===== config.mk =====
export PLATFORM = sky130hd
export DESIGN_NAME = pn_code_phase_correlator_flat
export DESIGN_NICKNAME = d
export VERILOG_FILES = /design/src/hw/rtl/pncc_pkg.sv /design/src/hw/rtl/pncc_sample_if.sv /design/src/hw/rtl/pncc_result_if.sv /design/src/hw/rtl/pncc_cfg_if.sv /design/src/hw/rtl/pn_code_phase_correlator.sv /design/src/hw/rtl/pncc_cell.sv /design/src/hw/rtl/pncc_out_buf.sv /design/src/flat_wrapper.sv
export SDC_FILE = /design/constraint.sdc
export NUM_CORES = 2
export LEC_CHECK = 0
export ABC_AREA = 1
export BUFFER_PORTS_ARGS = -buffer_cell sky130_fd_sc_hd__buf_2
export CORE_MARGIN = 2
export CORE_UTILIZATION = 35
export CTS_CLUSTER_DIAMETER = 30
export DETAILED_ROUTE_END_ITERATION = 8
export PLACE_DENSITY = 0.62
export SYNTH_ARGS = -nofsm -noshare
export SYNTH_HDL_FRONTEND = slang
export SYNTH_SLANG_ARGS = --single-unit

===== constraint.sdc =====
create_clock -name clk -period 4.4 [get_ports clk]
set_input_delay 0.44 -clock clk [delete_from_list [all_inputs] [get_ports clk]]
set_output_delay 0.44 -clock clk [all_outputs]
set_load 0.03 [all_outputs]

===== src/hw/rtl/pncc_pkg.sv =====
// Package for the PN code phase correlator: widths, register indexes,
// reset values and the types shared between the cell row and the top level.
// No dependencies.
package pncc_pkg;

    // Fixed field widths
    localparam int SUM_W       = 33;
    localparam int WINDOW_W    = 16;
    localparam int CODE_BITS   = 15;
    localparam int IDX_W       = 4;
    localparam int POS_W       = 7;
    localparam int CFG_INDEX_W = 4;
    localparam int CFG_DATA_W  = 16;

    // Defaults for the top level parameters
    localparam int DEFAULT_CODE_LENGTH  = 15;
    localparam int DEFAULT_SAMPLE_WIDTH = 16;

    // Register reset values
    localparam logic [WINDOW_W-1:0]  WINDOW_RESET = 16'd2310;
    localparam logic [CODE_BITS-1:0] CODE_RESET   = 15'd11407;

    // Register indexes
    localparam logic [CFG_INDEX_W-1:0] REG_WINDOW_LENGTH = 4'd0;
    localparam logic [CFG_INDEX_W-1:0] REG_CODE_WORD     = 4'd1;

    // Control handed to every cell
    typedef struct packed {
        logic step;   // a sample word is accepted this cycle
        logic clear;  // this sample closes the window
        logic load;   // chip reload after a code write
    } pncc_ctrl_t;

    // One result word
    typedef struct packed {
        logic             window_done;
        logic             delay_found;
        logic [IDX_W-1:0] delay_index;
    } pncc_result_t;

endpackage


===== src/hw/rtl/pncc_sample_if.sv =====
// Sample channel: valid/ready handshake carrying one signed sample word.
// Depends on nothing.
interface pncc_sample_if #(
    parameter int SAMPLE_WIDTH = 16
);
    logic                           valid;
    logic                           ready;
    logic signed [SAMPLE_WIDTH-1:0] sample;

    modport source (output valid, output sample, input ready);
    modport sink   (input valid, input sample, output ready);
endinterface


===== src/hw/rtl/pncc_result_if.sv =====
// Result channel: valid/ready handshake carrying the window decision word.
// Depends on nothing.
interface pncc_result_if;
    logic       valid;
    logic       ready;
    logic       window_done;
    logic       delay_found;
    logic [3:0] delay_index;

    modport source (output valid, output window_done, output delay_found,
                    output delay_index, input ready);
    modport sink   (input valid, input window_done, input delay_found,
                    input delay_index, output ready);
endinterface


===== src/hw/rtl/pncc_cfg_if.sv =====
// Configuration write channel: valid/ready with register index and data.
// Depends on nothing.
interface pncc_cfg_if;
    logic        valid;
    logic        ready;
    logic [3:0]  index;
    logic [15:0] data;

    modport source (output valid, output index, output data, input ready);
    modport sink   (input valid, input index, input data, output ready);
endinterface


===== src/hw/rtl/pn_code_phase_correlator.sv =====
// PN code phase correlator: a row of CODE_LENGTH cells, one per cyclic code
// shift, each adding or subtracting every sample into a 33-bit saturating sum.
// Depends on pncc_pkg, the three channel interfaces, pncc_cell, pncc_out_buf.
//
// One sample word is taken per clock unless stalled. All cells update in the
// cycle a sample is accepted, and its result word (window_done, delay_found,
// delay_index) is in the output buffer on the next cycle. The two-word output
// buffer sets the stall point: samples stop only while both buffer words are
// held by a stalled result channel. Each sample gives exactly one result word;
// delay_index names the lowest shift whose sum is negative when window_length
// samples have been seen, after which all sums and the count restart from
// zero. The chip pointer moves on every sample; a code_word write reloads
// the chips at the current pointer. Configuration writes are always ready;
// the user, not the block, must make them while no sample is in flight.
module pn_code_phase_correlator #(
    parameter int CODE_LENGTH  = pncc_pkg::DEFAULT_CODE_LENGTH,
    parameter int SAMPLE_WIDTH = pncc_pkg::DEFAULT_SAMPLE_WIDTH
) (
    input  logic          clk,
    input  logic          rst_n,
    pncc_sample_if.sink   samples,
    pncc_result_if.source results,
    pncc_cfg_if.sink      cfg
);
    import pncc_pkg::*;

    localparam int CI_W = $clog2(CODE_LENGTH);

    logic [WINDOW_W-1:0] window_length_reg;
    logic [WINDOW_W-1:0] window_length_next;
    logic [WINDOW_W-1:0] count_reg;
    logic [WINDOW_W-1:0] count_next;
    logic [WINDOW_W-1:0] count_inc;
    logic [CI_W-1:0]     ci_reg;
    logic [CI_W-1:0]     ci_next;
    logic                cfg_we;
    logic                code_load;
    logic                win_end;
    logic                buf_full;
    pncc_ctrl_t          ctrl;
    pncc_result_t        result;

    logic [CODE_LENGTH-1:0] chip;
    logic [CODE_LENGTH-1:0] load_chip;
    logic [CODE_LENGTH-1:0] first_neg;
    logic [CODE_LENGTH:0]   hit;

    // Configuration decode
    assign cfg.ready = 1'b1;
    assign cfg_we    = cfg.valid & cfg.ready;

    always_comb
    begin
        window_length_next = window_length_reg;
        code_load          = 1'b0;
        unique case (cfg.index)
            REG_WINDOW_LENGTH: window_length_next = cfg_we ? cfg.data : window_length_reg;
            REG_CODE_WORD:     code_load          = cfg_we;
            default:           ;
        endcase
    end

    // Sample handshake and window count
    assign samples.ready = ~buf_full;
    assign count_inc     = count_reg + 1'b1;
    assign win_end       = (count_inc == window_length_reg);

    assign ctrl.step  = samples.valid & samples.ready;
    assign ctrl.clear = win_end;
    assign ctrl.load  = code_load;

    always_comb
    begin
        count_next = count_reg;
        ci_next    = ci_reg;
        if (ctrl.step)
        begin
            count_next = win_end ? '0 : count_inc;
            ci_next    = (ci_reg == CI_W'(CODE_LENGTH - 1)) ? '0 : ci_reg + 1'b1;
        end
    end

    always_ff @(posedge clk or negedge rst_n)
    begin
        if (!rst_n)
        begin
            window_length_reg <= WINDOW_RESET;
            count_reg         <= '0;
            ci_reg            <= '0;
        end
        else
        begin
            window_length_reg <= window_length_next;
            count_reg         <= count_next;
            ci_reg            <= ci_next;
        end
    end

    // Cell row; chips rotate towards shift 0
    assign hit[0] = 1'b0;

    for (genvar k = 0; k < CODE_LENGTH; k++)
    begin : g_cell
        localparam logic INIT = (k < CODE_BITS) ? CODE_RESET[k % CODE_BITS] : 1'b0;

        logic [POS_W-1:0] pos_sum;
        logic [POS_W-1:0] pos;

        // Chip for this shift at the current pointer, from the written code
        always_comb
        begin
            pos_sum = POS_W'(ci_reg) + POS_W'(k);
            pos     = (pos_sum >= POS_W'(CODE_LENGTH)) ? pos_sum - POS_W'(CODE_LENGTH)
                                                       : pos_sum;
        end

        assign load_chip[k] = (pos < POS_W'(CODE_BITS)) ? cfg.data[pos[3:0]] : 1'b0;

        pncc_cell #(
            .SAMPLE_WIDTH (SAMPLE_WIDTH),
            .CHIP_INIT    (INIT)
        ) u_cell (
            .clk       (clk),
            .rst_n     (rst_n),
            .ctrl      (ctrl),
            .load_chip (load_chip[k]),
            .chip_in   (chip[(k + 1) % CODE_LENGTH]),
            .sample    (samples.sample),
            .hit_in    (hit[k]),
            .chip_out  (chip[k]),
            .hit_out   (hit[k + 1]),
            .first_neg (first_neg[k])
        );
    end

    // Result word: at most one first_neg bit is set
    always_comb
    begin
        result.window_done = win_end;
        result.delay_found = win_end & hit[CODE_LENGTH];
        result.delay_index = '0;
        for (int k = 0; k < CODE_LENGTH; k++)
        begin
            if (win_end && first_neg[k])
            begin
                result.delay_index = result.delay_index | IDX_W'(k);
            end
        end
    end

    pncc_out_buf u_out_buf (
        .clk     (clk),
        .rst_n   (rst_n),
        .push    (ctrl.step),
        .din     (result),
        .full    (buf_full),
        .results (results)
    );

endmodule


===== src/hw/rtl/pncc_cell.sv =====
// One correlator cell: holds the chip for its code shift and the saturating
// sum for that shift; passes its chip to the lower neighbour on each sample.
// Depends on pncc_pkg.
module pncc_cell #(
    parameter int   SAMPLE_WIDTH = 16,
    parameter logic CHIP_INIT    = 1'b0
) (
    input  logic                           clk,
    input  logic                           rst_n,
    input  pncc_pkg::pncc_ctrl_t           ctrl,
    input  logic                           load_chip,
    input  logic                           chip_in,
    input  logic signed [SAMPLE_WIDTH-1:0] sample,
    input  logic                           hit_in,
    output logic                           chip_out,
    output logic                           hit_out,
    output logic                           first_neg
);
    import pncc_pkg::*;

    logic                    chip_reg;
    logic                    chip_next;
    logic signed [SUM_W-1:0] sum_reg;
    logic signed [SUM_W-1:0] sum_next;
    logic signed [SUM_W-1:0] sum_new;
    logic signed [SUM_W:0]   sample_ext;
    logic signed [SUM_W:0]   wide;
    logic                    neg;

    // Add or subtract the sample, clamp at the sum limits
    always_comb
    begin
        sample_ext = {{(SUM_W + 1 - SAMPLE_WIDTH){sample[SAMPLE_WIDTH-1]}}, sample};
        wide = {sum_reg[SUM_W-1], sum_reg} + (chip_reg ? sample_ext : -sample_ext);
        if (wide[SUM_W] != wide[SUM_W-1])
        begin
            sum_new = wide[SUM_W] ? {1'b1, {(SUM_W-1){1'b0}}}
                                  : {1'b0, {(SUM_W-1){1'b1}}};
        end
        else
        begin
            sum_new = wide[SUM_W-1:0];
        end
    end

    // Priority chain: lowest negative shift wins
    assign neg       = sum_new[SUM_W-1];
    assign first_neg = neg & ~hit_in;
    assign hit_out   = neg | hit_in;
    assign chip_out  = chip_reg;

    // Next state
    always_comb
    begin
        chip_next = chip_reg;
        sum_next  = sum_reg;
        if (ctrl.load)
        begin
            chip_next = load_chip;
        end
        else if (ctrl.step)
        begin
            chip_next = chip_in;
        end
        if (ctrl.step)
        begin
            sum_next = ctrl.clear ? '0 : sum_new;
        end
    end

    always_ff @(posedge clk or negedge rst_n)
    begin
        if (!rst_n)
        begin
            chip_reg <= CHIP_INIT;
            sum_reg  <= '0;
        end
        else
        begin
            chip_reg <= chip_next;
            sum_reg  <= sum_next;
        end
    end

endmodule


===== src/hw/rtl/pncc_out_buf.sv =====
// Two-word output buffer between the correlator row and the result channel,
// so a stalled result does not stop the sample stream at once.
// Depends on pncc_pkg and pncc_result_if.
module pncc_out_buf (
    input  logic                   clk,
    input  logic                   rst_n,
    input  logic                   push,
    input  pncc_pkg::pncc_result_t din,
    output logic                   full,
    pncc_result_if.source          results
);
    import pncc_pkg::*;

    logic [1:0]   count_reg;
    logic [1:0]   count_next;
    pncc_result_t slot0_reg;
    pncc_result_t slot1_reg;
    logic         pop;

    assign pop  = results.valid & results.ready;
    assign full = (count_reg == 2'd2);

    // Occupancy
    always_comb
    begin
        count_next = count_reg;
        if (push && !pop)
        begin
            count_next = count_reg + 2'd1;
        end
        else if (pop && !push)
        begin
            count_next = count_reg - 2'd1;
        end
    end

    always_ff @(posedge clk or negedge rst_n)
    begin
        if (!rst_n)
        begin
            count_reg <= '0;
        end
        else
        begin
            count_reg <= count_next;
        end
    end

    // Word storage, head in slot 0
    always_ff @(posedge clk)
    begin
        if (pop)
        begin
            slot0_reg <= (count_reg == 2'd2) ? slot1_reg : din;
            slot1_reg <= din;
        end
        else if (push)
        begin
            if (count_reg == 2'd0)
            begin
                slot0_reg <= din;
            end
            else
            begin
                slot1_reg <= din;
            end
        end
    end

    assign results.valid       = (count_reg != 2'd0);
    assign results.window_done = slot0_reg.window_done;
    assign results.delay_found = slot0_reg.delay_found;
    assign results.delay_index = slot0_reg.delay_index;

endmodule


===== src/flat_wrapper.sv =====
// flat-port wrapper written by rule: the top's interface ports become plain ports
module pn_code_phase_correlator_flat import pncc_pkg::*;
#(
    parameter int CODE_LENGTH  = pncc_pkg::DEFAULT_CODE_LENGTH,
    parameter int SAMPLE_WIDTH = pncc_pkg::DEFAULT_SAMPLE_WIDTH
)
  (clk, rst_n, samples_valid, samples_sample, samples_ready, results_valid, results_window_done, results_delay_found, results_delay_index, results_ready, cfg_valid, cfg_index, cfg_data, cfg_ready);
  pncc_sample_if #(.SAMPLE_WIDTH(SAMPLE_WIDTH)) samples_i ();
  pncc_result_if results_i ();
  pncc_cfg_if cfg_i ();
  input  logic clk;
  input  logic rst_n;
  input wire logic [$bits(samples_i.valid)-1:0] samples_valid;
  input wire logic [$bits(samples_i.sample)-1:0] samples_sample;
  output wire logic [$bits(samples_i.ready)-1:0] samples_ready;
  output wire logic [$bits(results_i.valid)-1:0] results_valid;
  output wire logic [$bits(results_i.window_done)-1:0] results_window_done;
  output wire logic [$bits(results_i.delay_found)-1:0] results_delay_found;
  output wire logic [$bits(results_i.delay_index)-1:0] results_delay_index;
  input wire logic [$bits(results_i.ready)-1:0] results_ready;
  input wire logic [$bits(cfg_i.valid)-1:0] cfg_valid;
  input wire logic [$bits(cfg_i.index)-1:0] cfg_index;
  input wire logic [$bits(cfg_i.data)-1:0] cfg_data;
  output wire logic [$bits(cfg_i.ready)-1:0] cfg_ready;
  assign samples_i.valid = samples_valid;
  assign samples_i.sample = samples_sample;
  assign samples_ready = samples_i.ready;
  assign results_valid = results_i.valid;
  assign results_window_done = results_i.window_done;
  assign results_delay_found = results_i.delay_found;
  assign results_delay_index = results_i.delay_index;
  assign results_i.ready = results_ready;
  assign cfg_i.valid = cfg_valid;
  assign cfg_i.index = cfg_index;
  assign cfg_i.data = cfg_data;
  assign cfg_ready = cfg_i.ready;
  pn_code_phase_correlator #(.CODE_LENGTH(CODE_LENGTH), .SAMPLE_WIDTH(SAMPLE_WIDTH)) u_core (.clk(clk), .rst_n(rst_n), .samples(samples_i), .results(results_i), .cfg(cfg_i));
endmodule

==> flow_metrics.env <==
export IMPL_syn_instance_count=10570
export IMPL_rr_worst_depth=25
export IMPL_syn_nets=11200
export IMPL_timing_setup_tns_ns=-0.5748
export IMPL_grt_pass1_vias=78670
export IMPL_setup_violations=8
export IMPL_yosys_top_cells_area="dfrtp_1 (21%), nand2_1 (17%), ha_1 (11%)"
export IMPL_arrival_ns=5.22
export IMPL_setup_ws_ns=-0.1427
export IMPL_grt_max_degree=165
export IMPL_synth_ff_type="dfrtp_1"
export IMPL_ys_warnings_count=0
export IMPL_fin_worst_skew_ns=0.03906
export IMPL_cp_end_kind="register"
export IMPL_rows=157
export IMPL_core_area_um2=183500
export IMPL_drive_above_1_share=0.2665
export IMPL_rsz0062_at_grt="yes"
export IMPL_synth_top_area_cell="dfrtp_1"
export IMPL_cts_tree="yes"
export IMPL_ioPinCount=50
export IMPL_status="finished, violations left"
export IMPL_largest_reg_flops=495
export IMPL_initial_core_util=0.3533
export IMPL_drt_pass1_iterations=6
export IMPL_cp_start_kind="input pin"
export IMPL_timing_rr_end="u_core.u_out_buf.slot1_reg[1]"
export IMPL_fin_cells=15480
export IMPL_routabilityCongestion=0.9928
export IMPL_die_area_um2=188700
export IMPL_drv_slew=0
export IMPL_clkTransAtPathRegs_ns=0.05
export IMPL_avgSynthCellArea_um2=6.131
export IMPL_wl_per_cell_um=17.89
export IMPL_dp_cells=15060
export IMPL_fin_crit_ns=4.543
export IMPL_fill_cells=18220
export IMPL_fin_crit_sh=1.032
export IMPL_clock_sinks=560
export IMPL_violations="negative setup slack"
export IMPL_pre_cts_ws_ns=-1.482
export IMPL_hold_viol=0
export IMPL_grt_overflow=0
export IMPL_grt_pass1_wl_um=429300
export IMPL_hold_class="in -> reg"
export IMPL_syn_to_final_growth_pct=45.35
export IMPL_max_slew_margin_rel=0.3233
export IMPL_clockRootBuffer="clkbuf_16"
export IMPL_crit_end="u_core.u_out_buf.slot1_reg[1]"
export IMPL_numPortBuffers=48
export IMPL_fin_nets=13480
export IMPL_slowest_stage="or3_1"
export IMPL_grt_total_usage=0.2858
export IMPL_r2r_slack_ns=-0.09
export IMPL_vias_per_cell=5.244
export IMPL_ctsHtreeMaxLevel=4
export IMPL_cts_buffers=181
export IMPL_ys_seq_area_frac=0.2174
export IMPL_antenna_found_initial=8
export IMPL_dp_hpwl_um=208600
export IMPL_drt_iter0_markers=6777
export IMPL_yosysTopAreaCellShare=0.2069
export IMPL_num_vias=81150
export IMPL_max_stage_delay_ns=0.41
export IMPL_routed_wl_um=276900
export IMPL_tightest_slew_ns=1.012
export IMPL_holdPathStages=4
export IMPL_cp_max_fo=13
export IMPL_die_x_um=434.3
export IMPL_cap_viol_max_count=0
export IMPL_ant_nets=0
export IMPL_startpoint="samples_sample[9]"
export IMPL_die_y_um=434.3
export IMPL_synth_cell_types=63
export IMPL_synth_edff_count=12
export IMPL_cp_required_ns=5.08
export IMPL_fmax_ghz=0.2201
export IMPL_worst_skew_pair_late_latency_ns=0.83
export IMPL_syn_area_um2=64820
export IMPL_crit_top_cell="nand2_1"
export IMPL_async_flop_share=0.9786
export IMPL_ys_ff_latch=560
export IMPL_crit_type="in -> reg"
export IMPL_drc=0
export IMPL_r2r_start="u_core.g_cell[3].u_cell.chip_out"
export IMPL_cts_buffer_depth=3
-- routing by layer --
metal | global-route usage | wire [um]
met1 | 0.3705 | 120600
met4 | 0.1212 | 11670
met2 | 0.4720 | 126800
met5 | 0 | 55
met3 | 0.04236 | 17750
-- how the worst min path moves through the flow --
stage	from	to	slack (ns)
detailed placement	u_core.g_cell[3].u_cell.sum_reg[0]	u_core.g_cell[3].u_cell.sum_reg[0]	0.47
global placement	u_core.g_cell[7].u_cell.sum_reg[0]	u_core.g_cell[7].u_cell.sum_reg[0]	0.47
floorplan	rst_n	u_core.ci_reg[0]	0.14
finish	results_ready	u_core.u_out_buf.count_reg[0]	0.12
CTS	cfg_data[15]	u_core.window_length_reg[15]	0.06
global route	cfg_data[15]	u_core.window_length_reg[15]	0.11
-- cell type report --
cell class	instances	area, um2	area share
clock buffers	231	5124	0.05438
clock inverters	103	1558	0.01653
diodes	5	12.51	0.0001328
well taps	2464	3083	0.03272
inverters	1164	4415	0.04687
repair buffers	2459	19660	0.2086
multi-input cells	8490	46260	0.4910
flip-flops and latches	560	14110	0.1497
-- logic make-up after synthesis --
kind of cell | count (synthesis) | share of synthesized area
AOI/OAI and AO/OA | 2193 | 0.1839
xor gates and xnor gates | 78 | 0.01110
adders and majority gates | 582 | 0.1141
buffers and inverters | 1522 | 0.09764
DFF | 560 | 0.2174
muxes | 1 | 0.0001544
other | 1 | 0.00005785
and+or+nand+nor | 5635 | 0.3757
-- worst max-delay path: cells and delay by family --
family	cells	cell delay, ns
AOI/OAI and AO/OA	3	0.42
xor gates and xnor gates	1	0.22
adders and majority gates	2	0.46
buffers and inverters	7	1.12
and+or+nand+nor	19	2.53
-- cells in the mapped netlist (13+ instances only) --
cell	instances
nand4_1	118
nand3_2	75
o22ai_1	18
clkbuf_1	226
nor3_1	91
nand2_1	2983
a21o_1	130
xnor2_1	26
inv_1	1135
a21boi_0	16
o21bai_1	55
ha_1	567
o21ai_0	877
nor2_1	823
buf_2	62
nand3b_1	23
and2_1	14
xor2_1	48
fa_1	15
nand2_2	19
clkinv_1	19
o21a_1	47
a31oi_1	19
nand3_1	1306
o211ai_1	37
buf_6	48
dfrtp_1	536
a21oi_1	933
or2_2	162
buf_4	13
-- what timing repair did --
| action | 4_1_cts | 5_1_grt |
|---|---|---|
| hold buffers | 1 | 0 |
| buffers inserted | 31 | 42 |
| gates resized for setup | 202 | 341 |
| hold endpoints to repair | 72 | 0 |
| endpoints found under the setup margin | 62 | 295 |
| pin swaps | 36 | 138 |
| cloned | 2 | 2 |
-- cell usage in the layout (no fill, tap or decap), drive strengths merged, types with 18 or more instances in the layout --
| cell type | netlist | layout |
|---|---|---|
| nor2 | 831 | 831 |
| dfrtp | 536 | 536 |
| or2 | 162 | 162 |
| o21a | 47 | 47 |
| nand3 | 1381 | 1381 |
| clkinv | 19 | 59 |
| ha | 567 | 567 |
| o21bai | 55 | 55 |
| a21oi | 935 | 935 |
| bufinv | 0 | 35 |
| nor3 | 92 | 92 |
| nand4 | 118 | 118 |
| inv | 1145 | 1154 |
| a31oi | 19 | 19 |
| o21ai | 884 | 884 |
| o211ai | 37 | 37 |
| clkinvlp | 0 | 19 |
| a21o | 130 | 130 |
| xor2 | 51 | 51 |
| clkbuf | 226 | 233 |
| buf | 132 | 2454 |
| o22ai | 18 | 18 |
| nand3b | 23 | 23 |
| nand2 | 3008 | 3008 |
| xnor2 | 26 | 26 |
-- stage by stage --
stage | util | hold WS (ns) | area, um2
floorplan | - | 0.1444 | 65120
CTS | 0.5054 | 0.06169 | 92720
global placement | 0.4640 | 0.4662 | 85140
finish | 0.5135 | 0.1222 | 94210
detailed placement | 0.4640 | 0.4706 | 85140
global route | 0.5135 | 0.1147 | 94210
Power is not shown: default switching activity piles up to over one toggle a cycle in this logic, so the estimate is an artifact.
